<file path="src/design/ata_sqrt.sv">
`timescale 1ns / 1ps
// ata_sqrt: pipelined floor integer square root, one result bit per stage
// depends on nothing; stage advance is driven by the top level

module ata_sqrt #(
  parameter int IN_WIDTH  = 32,
  parameter int OUT_WIDTH = 16,
  parameter int TAG_WIDTH = 8
) (
  input  logic                 clk,
  input  logic                 rst,
  input  logic                 adv,
  input  logic                 in_valid,
  input  logic [IN_WIDTH-1:0]  radicand,
  input  logic [TAG_WIDTH-1:0] in_tag,
  output logic                 out_valid,
  output logic [OUT_WIDTH-1:0] root,
  output logic [TAG_WIDTH-1:0] out_tag
);

  localparam int RW = 2 * OUT_WIDTH;

  logic                 vld [1:OUT_WIDTH];
  logic [RW-1:0]        rem [1:OUT_WIDTH];
  logic [OUT_WIDTH-1:0] rt  [1:OUT_WIDTH];
  logic [TAG_WIDTH-1:0] tag [1:OUT_WIDTH];

  for (genvar s = 0; s < OUT_WIDTH; s++) begin : g_stage
    localparam int B = OUT_WIDTH - 1 - s;
    logic                 vld_cur;
    logic [RW-1:0]        rem_cur;
    logic [OUT_WIDTH-1:0] rt_cur;
    logic [TAG_WIDTH-1:0] tag_cur;
    logic [RW-1:0] trial;
    logic [RW-1:0] rem_next;
    logic [OUT_WIDTH-1:0] rt_next;
    if (s == 0) begin : g_head
      assign vld_cur = in_valid;
      assign rem_cur = RW'(radicand);
      assign rt_cur  = '0;
      assign tag_cur = in_tag;
    end else begin : g_body
      assign vld_cur = vld[s];
      assign rem_cur = rem[s];
      assign rt_cur  = rt[s];
      assign tag_cur = tag[s];
    end
    always_comb begin
      trial = (RW'(rt_cur) << (B + 1)) | (RW'(1) << (2 * B));
      if (rem_cur >= trial) begin
        rem_next = rem_cur - trial;
        rt_next  = rt_cur | (OUT_WIDTH'(1) << B);
      end else begin
        rem_next = rem_cur;
        rt_next  = rt_cur;
      end
    end
    always_ff @(posedge clk) begin
      if (rst) begin
        vld[s+1] <= 1'b0;
      end else if (adv) begin
        vld[s+1] <= vld_cur;
      end
      if (adv) begin
        rem[s+1] <= rem_next;
        rt[s+1]  <= rt_next;
        tag[s+1] <= tag_cur;
      end
    end
  end

  assign out_valid = vld[OUT_WIDTH];
  assign root      = rt[OUT_WIDTH];
  assign out_tag   = tag[OUT_WIDTH];

endmodule

</file>
<file path="config.mk">
export PLATFORM = sky130hd
export DESIGN_NAME = ata_sqrt
export DESIGN_NICKNAME = d
export VERILOG_FILES = /design/src/design/ata_sqrt.sv
export SDC_FILE = /design/constraint.sdc
export NUM_CORES = 1
export LEC_CHECK = 0
export CORE_UTILIZATION = 34
export CTS_CLUSTER_SIZE = 16
export DETAILED_ROUTE_END_ITERATION = 12
export DONT_BUFFER_PORTS = 1
export GPL_ROUTABILITY_DRIVEN = 1
export SLEW_MARGIN = 5
export SYNTH_ARGS = -nofsm -noshare
export SYNTH_HDL_FRONTEND = slang
export SYNTH_SLANG_ARGS = --single-unit
</file>
<file path="constraint.sdc">
create_clock -name clk -period 9.3 [get_ports clk]
set_input_delay 1.395 -clock clk [delete_from_list [all_inputs] [get_ports clk]]
set_output_delay 1.395 -clock clk [all_outputs]
set_load 0.01 [all_outputs]
</file>
**After elaboration in Yosys (flattened, before gate mapping)**

Memories as Yosys holds them, arrays and structs flattened.
Cells that the tools add are included.

- Register bits: 0
- Bits in writable memories: 912
- Input bits: 44
- Output and inout bits: 25
- Logic and storage cells: 106
- Memories kept: 4

- $add $sub $neg: 16
- Magnitude comparators: 16
- Multiplexer cells: 54
- Bitwise logic cells: 16

Memories:

| memory | depth | width | read ports | clocked after memory_dff | write ports | RTL line | RTL |
|---|---|---|---|---|---|---|---|
| rem | 16 | 32 | 15 | 0 | 16 | 24 | `logic [RW-1:0] rem [1:OUT_WIDTH];` |
| rt | 16 | 16 | 16 | 0 | 16 | 25 | `logic [OUT_WIDTH-1:0] rt [1:OUT_WIDTH];` |
| tag | 16 | 8 | 16 | 0 | 16 | 26 | `logic [TAG_WIDTH-1:0] tag [1:OUT_WIDTH];` |
| vld | 16 | 1 | 16 | 0 | 16 | 23 | `logic vld [1:OUT_WIDTH];` |

Operator list:

| kind | number |
|---|---|
| $mux W32 | 16 |
| $ge A32 B17 Y1 | 1 |
| $ge A32 B18 Y1 | 1 |
| $ge A32 B19 Y1 | 1 |
| $ge A32 B20 Y1 | 1 |
| $ge A32 B21 Y1 | 1 |
| $ge A32 B22 Y1 | 1 |
| $ge A32 B23 Y1 | 1 |
| $ge A32 B24 Y1 | 1 |
| $ge A32 B25 Y1 | 1 |
| $ge A32 B26 Y1 | 1 |
| $ge A32 B27 Y1 | 1 |
| $ge A32 B28 Y1 | 1 |
| $ge A32 B29 Y1 | 1 |
| $ge A32 B30 Y1 | 1 |
| $ge A32 B31 Y1 | 1 |
| $ge A32 B31 Y1 const B | 1 |
| $sub A32 B17 Y32 | 1 |
| $sub A32 B18 Y32 | 1 |
| $sub A32 B19 Y32 | 1 |
| $sub A32 B20 Y32 | 1 |
| $sub A32 B21 Y32 | 1 |
| $sub A32 B22 Y32 | 1 |
| $sub A32 B23 Y32 | 1 |
| other kinds (26) | 63 |

**Longest topological paths before layout**

Gate-level depths: netlist of run 1.

- Word-level depth: 4
- Gate-level depth with buffers: 12
- Depth with buffers taken out: 10

**Worst setup path after synthesis of run 1**

OpenSTA, ideal clock, no wires.

- Path kind: register -> register
- Start: register rem[0][376] (netlist name)
- End: register rem[0][414] (netlist name)
- Setup time: 266 ps
- Data arrival time: 2813 ps
- Data required time: 9034 ps
- Slack: 6222 ps
- Cell stages (with the launch flop): 9
- Buffers on the path: 1
- Clock period less this slack: 3078 ps
- Cell sequence: edfxtp_1 -> or4_4 -> or4_1 -> or3_1 -> or4_4 -> a21oi_4 -> buf_6 -> nor3_1 -> xor2_1

==> flow_metrics.py, run 1 <==
metrics = {
    "run_status": {
        "outcome": "finished clean",
    },
    "setup_path": {
        "crit_path_end_kind": "flop",
        "slowest_stage": "clkinv_1",
        "cp_cell_sequence": "ha_1 -> o21a_1 -> o21ai_0 -> a211oi_1 -> o31ai_1 -> and2_1 -> clkinv_1 -> mux2_2",
        "r2r_slack_ns": 5.37,
        "rr_startpoint": "rem[0][456]",
        "rr_worst_depth": 8,
        "slowest_delay_ns": 0.67,
        "cpLargestDelayFamily": "compound AO/OA/AOI/OAI gates",
        "crit_type": "flop to flop",
        "crit_start": "rem[0][456]",
        "required_ns": 9.67,
        "r2r_end": "rem[0][489]",
        "critPathCapture": "rem[0][489]",
        "cp_max_fo": 27,
        "cp_num_cells": 8,
        "critPathLaunchType": "flop",
        "arrival_ns": 4.31,
        "path_buf_inv": 1,
    },
    "sta": {
        "setup_violations": 0,
        "fin_crit_sh_pct": 42.3,
        "fmax_mhz": 254,
        "drv_slew": 0,
        "slew_headroom_pct": 23.9,
        "worst_pin_slew_ns": 1.14,
        "hold_violations": 0,
        "grt_setup_unrepaired": "no",
        "min_period_ns": 3.93,
        "finClkSkew_ns": 0.0486,
        "fin_setup_tns_ns": 0,
    },
    "cts": {
        "clkLatencyLatePin_ns": 0.67,
        "ctsHoldBuffers": 0,
        "clk_pin_slew_worst_paths_ns": 0.06,
        "numCtsBuffers": 84,
        "htreeDepth": 3,
        "clock_sinks": 760,
        "cts_buffer_depth": 3,
        "cts_tree": "built",
        "postCtsSetupBuffers": 0,
        "cts_root_buffer": "clkbuf_16",
        "postCtsResizedCells": 0,
    },
    "grt": {
        "global_route.usage.met1_pct": 12.0,
        "grt_max_degree": 747,
        "met3_usage_pct": 2.50,
        "grt_pass1_vias": 19400,
        "grt-ovfl-total": 0,
        "grt_first_pass_wirelength_um": 96900,
        "antenna_found_initial": 0,
        "grt_busiest_layer": "met2",
        "grt_util_met2_pct": 23.1,
        "track_usage_pct": 12.1,
    },
    "min_path": {
        "hp-class": "flop to flop",
        "min_path_cells": 0,
    },
    "drt": {
        "vias_per_cell": 4.89,
        "wl_per_cell_um": 15.8,
        "firstDrtPassIters": 5,
        "vias": 18600,
        "routed_wl_um": 60200,
        "drtAntennaViolNets": 0,
        "drc": 0,
        "drt_iter0_drc": 1144,
    },
    "floorplan": {
        "fp.coreArea_um2": 97300,
        "row_count": 114,
        "die_h_um": 316,
        "io_pins": 69,
        "initial_utilization_pct": 34.5,
        "die_area_um2": 99900,
        "die_w_um": 316,
    },
    "logic_synthesis": {
        "seq_area_frac_synth_pct": 68.0,
        "synth_top_flop_cell": "edfxtp_1",
        "synth_edf_count": 760,
        "async_flop_share_pct": 0,
        "syn_inst": 2402,
        "yosysUniqueCellTypes": 78,
        "synth-seq-cells": 760,
        "synth_area_leaders": "edfxtp_1 68%, ha_1 5.6%, xnor2_1 2.6%",
        "ys.warnings.count": 0,
        "synth_top_area_share_pct": 68.0,
        "yosys.area.top_type": "edfxtp_1",
        "syn_nets": 2596,
        "avgSynthCellArea_um2": 14.0,
        "syn-cell-area_um2": 33500,
    },
    "cells_and_area": {
        "layout-drive-gt1-share_pct": 6.92,
        "syn2layout_area_growth_pct": 13.1,
        "diodes": 0,
        "nNetsFinal": 2657,
        "final_core_util_pct": 39.0,
    },
    "place": {
        "place_congestion": 0.997,
        "dp_hpwl_um": 41200,
        "portBuffers": 0,
    },
    "power": {
        "p_leak_nw": 13.8,
        "ir_drop_mv": 0.181,
        "powerDensity_nw_per_um2": 239,
    },
    "job": {
        "maxCapViolCount": 0,
    },
}
[power by group]
part           internal [mW]  switching [mW]
clock                   1.95            1.36
sequential              4.27           0.246
combinational          0.538           0.703
[layout by cell type (no fill, tap or decap), types with 65 or more instances in the layout]
master / instances
inv_1: 179
clkbuf_16: 85
ha_1: 150
nand2_1: 127
nor2_1: 129
o21ai_0: 116
nor4_1: 72
a21oi_1: 117
xnor2_1: 101
edfxtp_1: 760
xor2_1: 99
nor3_1: 65
[worst register-to-register path, cell delays in order (launching register included)]
cell and delay (ns):
edfxtp_1 0.39, ha_1 0.40, o21a_1 0.22, o21ai_0 0.28
a211oi_1 0.12, o31ai_1 0.65, and2_1 0.45, clkinv_1 0.67
mux2_2 0.51
[sequential cells by signal, summed over array words and instances, names as in the netlist]
name  count
vld      16
tag     128
rt      136
rem     480
[worst min path at each step]
stage | start | endpoint | slack [ns]
2_1_floorplan | tag[0][92] | tag[0][100] | 0.40
3_3_place_gp | tag[0][64] | tag[0][72] | 0.40
3_5_place_dp | tag[0][94] | tag[0][102] | 0.40
4_1_cts | tag[0][70] | tag[0][78] | 0.41
5_1_grt | tag[0][51] | tag[0][59] | 0.42
6_report | tag[0][70] | tag[0][78] | 0.40
[synthesized netlist by cell type (all sizes together), types with 26 or more instances]
| cell type | count |
|---|---|
| xor2 | 99 |
| nand2b | 26 |
| nor2 | 130 |
| nand2 | 127 |
| nor3 | 66 |
| nand4 | 32 |
| or3 | 28 |
| xnor2 | 101 |
| nor4 | 72 |
| a21o | 32 |
| edfxtp | 760 |
| inv | 179 |
| ha | 150 |
| clkbuf | 28 |
| a21oi | 118 |
| o21ai | 123 |
| o21a | 28 |
[routing by layer]
metal / share of wire (%) / wire length [µm]
met4: 5.2 / 3120
met2: 53 / 32000
met3: 3.8 / 2270
met5: 0 / 0
met1: 38 / 22800
[final cells by class]
class                           count  area (µm²)
Fill cell                        8977       59300
Tap cell                         1276        1600
Clock inverter                     52         622
Timing Repair Buffer                9         128
Inverter                          181         679
Multi-Input combinational cell   1427        9910
Clock buffer                       99        2180
Sequential cell                   760       22800
[cell families (layout without fill, tap and decap cells)]
group / after synthesis / count (layout) / synth area share, %
compound gates: 416 / 416 / 7.73
mux: 24 / 24 / 0.791
buf+inv: 215 / 341 / 2.46
flops: 760 / 760 / 68.0
xor+xnor: 200 / 200 / 5.22
fa+ha+maj: 150 / 150 / 5.59
simple gates: 637 / 637 / 10.2
[stage by stage]
stage          instance area [µm²]  instances  setup WS [ns]  hold WS (ns)  power, mW
2_1_floorplan                33500       2402           6.22         0.400       5.43
3_3_place_gp                 35000       3650           5.54         0.400       5.72
3_5_place_dp                 35000       3650           5.49         0.405       5.76
4_1_cts                      37900       3801           5.47         0.407       9.12
5_1_grt                      37900       3804           5.15         0.417       9.49
6_report                     37900       3804           5.37         0.399       9.07
(Power assumes the default switching activity.)
==> inputs of run 2 (changes only) <==
--- a/config.mk
+++ b/config.mk
@@ -5,6 +5,7 @@
 export SDC_FILE = /design/constraint.sdc
 export NUM_CORES = 1
 export LEC_CHECK = 0
+export ABC_AREA = 1
 export CORE_UTILIZATION = 34
 export CTS_CLUSTER_SIZE = 16
 export DETAILED_ROUTE_END_ITERATION = 12
==> constraint.sdc (replaced) <==
create_clock -name clk -period 3.2 [get_ports clk]
set_input_delay 0.48 -clock clk [delete_from_list [all_inputs] [get_ports clk]]
set_output_delay 0.48 -clock clk [all_outputs]
set_load 0.01 [all_outputs]
==> run 2 against run 1 <==
Net effect: the flow now finishes with violations (max-slew violations); non-clock buffer count grew 40; hold slack lost 0.32 ns; register-to-register slack lost 4.9 ns; core utilization shrank 0.18 points; critical path depth grew 3; synthesized cell count grew 61%; global-route usage grew 3.0 points; setup slack lost 4.9 ns; clock-buffer cell count shrank 3; critical path type unchanged; synthesized area grew 14%; total power grew to 3.0 times the previous value; final cell count grew 46%.
==> flow_metrics.py, run 2 <==
metrics = {
    "logic_synthesis": {
        "syn_nets": 4063,
        "synth_fa_ha_area_share_pct": 4.90,
        "synth_top_flop_cell": "edfxtp_1",
        "async_flop_share_pct": 0,
        "avgSynthCellArea_um2": 9.89,
        "ys.warnings.count": 0,
        "synthXorXnorAreaFrac_pct": 2.43,
        "yosysUniqueCellTypes": 52,
        "syn-cell-area_um2": 38300,
        "muxShareOfSynthArea_pct": 0,
        "synth.most_common_cell": "nand2_1",
        "yosys.area_share.simple_pct": 21.7,
        "synth_edf_count": 760,
        "synth_area_leaders": "edfxtp_1 60%, nand2_1 11%, inv_1 5.6%",
        "synth-seq-cells": 760,
        "synth-compound-area-share_pct": 4.92,
        "synth_top_area_share_pct": 59.6,
        "syn_inst": 3869,
        "synthTopCellsByCount": "1,089 x nand2_1, 760 x edfxtp_1, 573 x inv_1",
        "yosys.area.top_type": "edfxtp_1",
        "seq_area_frac_synth_pct": 59.6,
        "synth_top_family_by_area": "simple AND/OR/NAND/NOR gates",
    },
    "power": {
        "switching_share_pct": 29.3,
        "seq_power_share_pct": 47.6,
        "clockPowerShare_pct": 33.8,
        "power_frac_comb_pct": 18.6,
        "p_int_mw": 19.4,
        "ir_drop_mv": 0.494,
        "powerDensity_nw_per_um2": 637,
        "p_leak_nw": 17.9,
        "power.switching_mw": 8.06,
    },
    "sta": {
        "setup_violations": 0,
        "fin_hold_ws_ns": 0.0827,
        "fmax_mhz": 360,
        "fin_setup_tns_ns": 0,
        "finClkSkew_ns": 0.0736,
        "drv_slew": 17,
        "fin_crit_sh_pct": 86.8,
        "grt_setup_unrepaired": "no",
        "min_period_ns": 2.78,
        "worst_pin_slew_ns": 1.50,
        "hold_violations": 0,
        "slew_headroom_pct": -0.119,
    },
    "drt": {
        "drt_iter0_drc": 1475,
        "vias_per_cell": 4.66,
        "routed_wl_um": 85300,
        "drc": 0,
        "vias": 25800,
        "firstDrtPassIters": 5,
        "wl_per_cell_um": 15.4,
        "drtAntennaViolNets": 0,
    },
    "floorplan": {
        "initial_utilization_pct": 34.4,
        "io_pins": 69,
        "die_w_um": 338,
        "die_area_um2": 114000,
        "row_count": 122,
        "die_h_um": 338,
        "fp.coreArea_um2": 111000,
    },
    "cells_and_area": {
        "top_regs": "rem (480), rt (136), tag (128)",
        "layout-drive-gt1-share_pct": 7.21,
        "seqCellArea_um2": 22800,
        "syn2layout_area_growth_pct": 12.7,
        "layout_common_cells": "1,089 x nand2_1, 760 x edfxtp_1, 573 x inv_1, 357 x nor2_1, 210 x nand3_1",
        "largest_reg_flops": 480,
        "final_common_cell": "nand2_1",
        "n_fill_cell": 11000,
        "diodes": 0,
        "multi_input_comb_area_um2": 13000,
        "nNetsFinal": 4173,
        "top_register": "rem",
    },
    "setup_path": {
        "crit_type": "flop to flop",
        "required_ns": 3.57,
        "cp_max_fo": 20,
        "arrival_ns": 3.15,
        "critPathLaunchType": "flop",
        "crit_path_end_kind": "flop",
    },
    "place": {
        "dp_hpwl_um": 63200,
        "place_congestion": 0.909,
        "portBuffers": 0,
    },
    "cts": {
        "cts_tree": "built",
        "htreeDepth": 3,
        "clkLatencyLatePin_ns": 0.67,
        "numCtsBuffers": 84,
        "cts_root_buffer": "clkbuf_16",
        "postCtsResizedCells": 0,
        "clk_pin_slew_worst_paths_ns": 0.06,
        "clock_sinks": 760,
        "cts_buffer_depth": 3,
    },
    "job": {
        "maxCapViolCount": 0,
    },
    "run_status": {
        "outcome": "finished, violations left",
        "failed_checks": "max-slew violations",
    },
    "grt": {
        "track_usage_pct": 15.1,
        "grt_max_degree": 747,
        "antenna_found_initial": 0,
        "grt_pass1_vias": 25600,
        "grt_first_pass_wirelength_um": 135000,
        "grt-ovfl-total": 0,
    },
    "min_path": {
        "hp-class": "primary input to flop",
    },
}
[run 2: cell count changes in the layout (fill, tap and decap cells not counted), sizes merged, moves of 37 or more]
cell         delta
a21oi          +37
dlygate4sd3    +41
inv           +414
nand2         +981
nand3         +202
nand3b         +37
nand4          +42
nor2          +254
nor4           -44
xnor2          -45
xor2           -49
[run 2: repair_timing]
action | CTS | global route
endpoints found under the setup margin | 0 | 0
hold buffers | 40 | 2
hold endpoints to repair | 40 | 76
setup buffers | 0 | 0
[run 2: layout make-up]
| cell class | count | area share, % |
|---|---|---|
| Multi-Input combinational cell | 2492 | 30.1 |
| Clock buffer | 96 | 4.98 |
| Timing Repair Buffer | 49 | 1.28 |
| Inverter | 592 | 5.17 |
| Tap cell | 1488 | 4.32 |
| Clock inverter | 60 | 1.22 |
| Sequential cell | 760 | 52.9 |
[run 2: through the flow]
step	utilization (%)	worst slack, ns	instances	total power, mW	instance area (µm²)
3_5_place_dp	35.9	0.395	5336	18.1	39900
5_1_grt	38.8	0.183	5537	29.0	43100
4_1_cts	38.7	0.381	5532	27.6	43000
2_1_floorplan	-	1.25	3869	16.7	38300
3_3_place_gp	35.9	0.322	5336	18.1	39900
6_report	38.8	0.421	5537	27.5	43100
[run 2: final timing paths]
check	startpoint	to	slack, ns	cells past startpoint
max	rt[0][143]	rem[0][310]	0.42	11
min reg2reg	tag[0][116]	tag[0][124]	0.40	0
min	radicand[30]	rem[0][62]	0.08	3
max reg2reg	rt[0][143]	rem[0][310]	0.42	11
[run 2: kinds of logic after synthesis]
family	Yosys count
flip-flops	760
AO/OA/AOI/OAI	308
XOR/XNOR	106
AND/OR/NAND/NOR	1928
adder cells (fa/ha/maj)	150
buffers and inverters	617
[run 2: critical path, stage by stage (launching register included)]
cell	delay (ns)
edfxtp_1	0.38
inv_1	0.06
ha_1	0.41
nand2_2	0.12
inv_2	0.08
nand2_1	0.07
nor3_1	0.36
nand3b_1	0.34
nand3_4	0.26
inv_2	0.22
nand2_1	0.13
o21ai_2	0.06
[run 2: routing by layer]
| layer | up-vias | GRT usage (%) | share of wire [%] |
|---|---|---|---|
| met5 | - | 0 | 0 |
| met4 | 0 | 6.16 | 3.5 |
| met3 | 168 | 2.16 | 3.7 |
| met2 | 468 | 27.3 | 50 |
| met1 | 12000 | 17.8 | 42 |
| li1 | 13100 | - | - |
[run 2: power by group through the flow]
stage	combinational, mW	clock (mW)	sequential, mW
detailed placement	4.84	0	13.3
global placement	4.83	0	13.3
finish	5.10	9.28	13.1
floorplan	3.78	0	12.9
global route	5.84	9.95	13.2
CTS	4.91	9.58	13.1
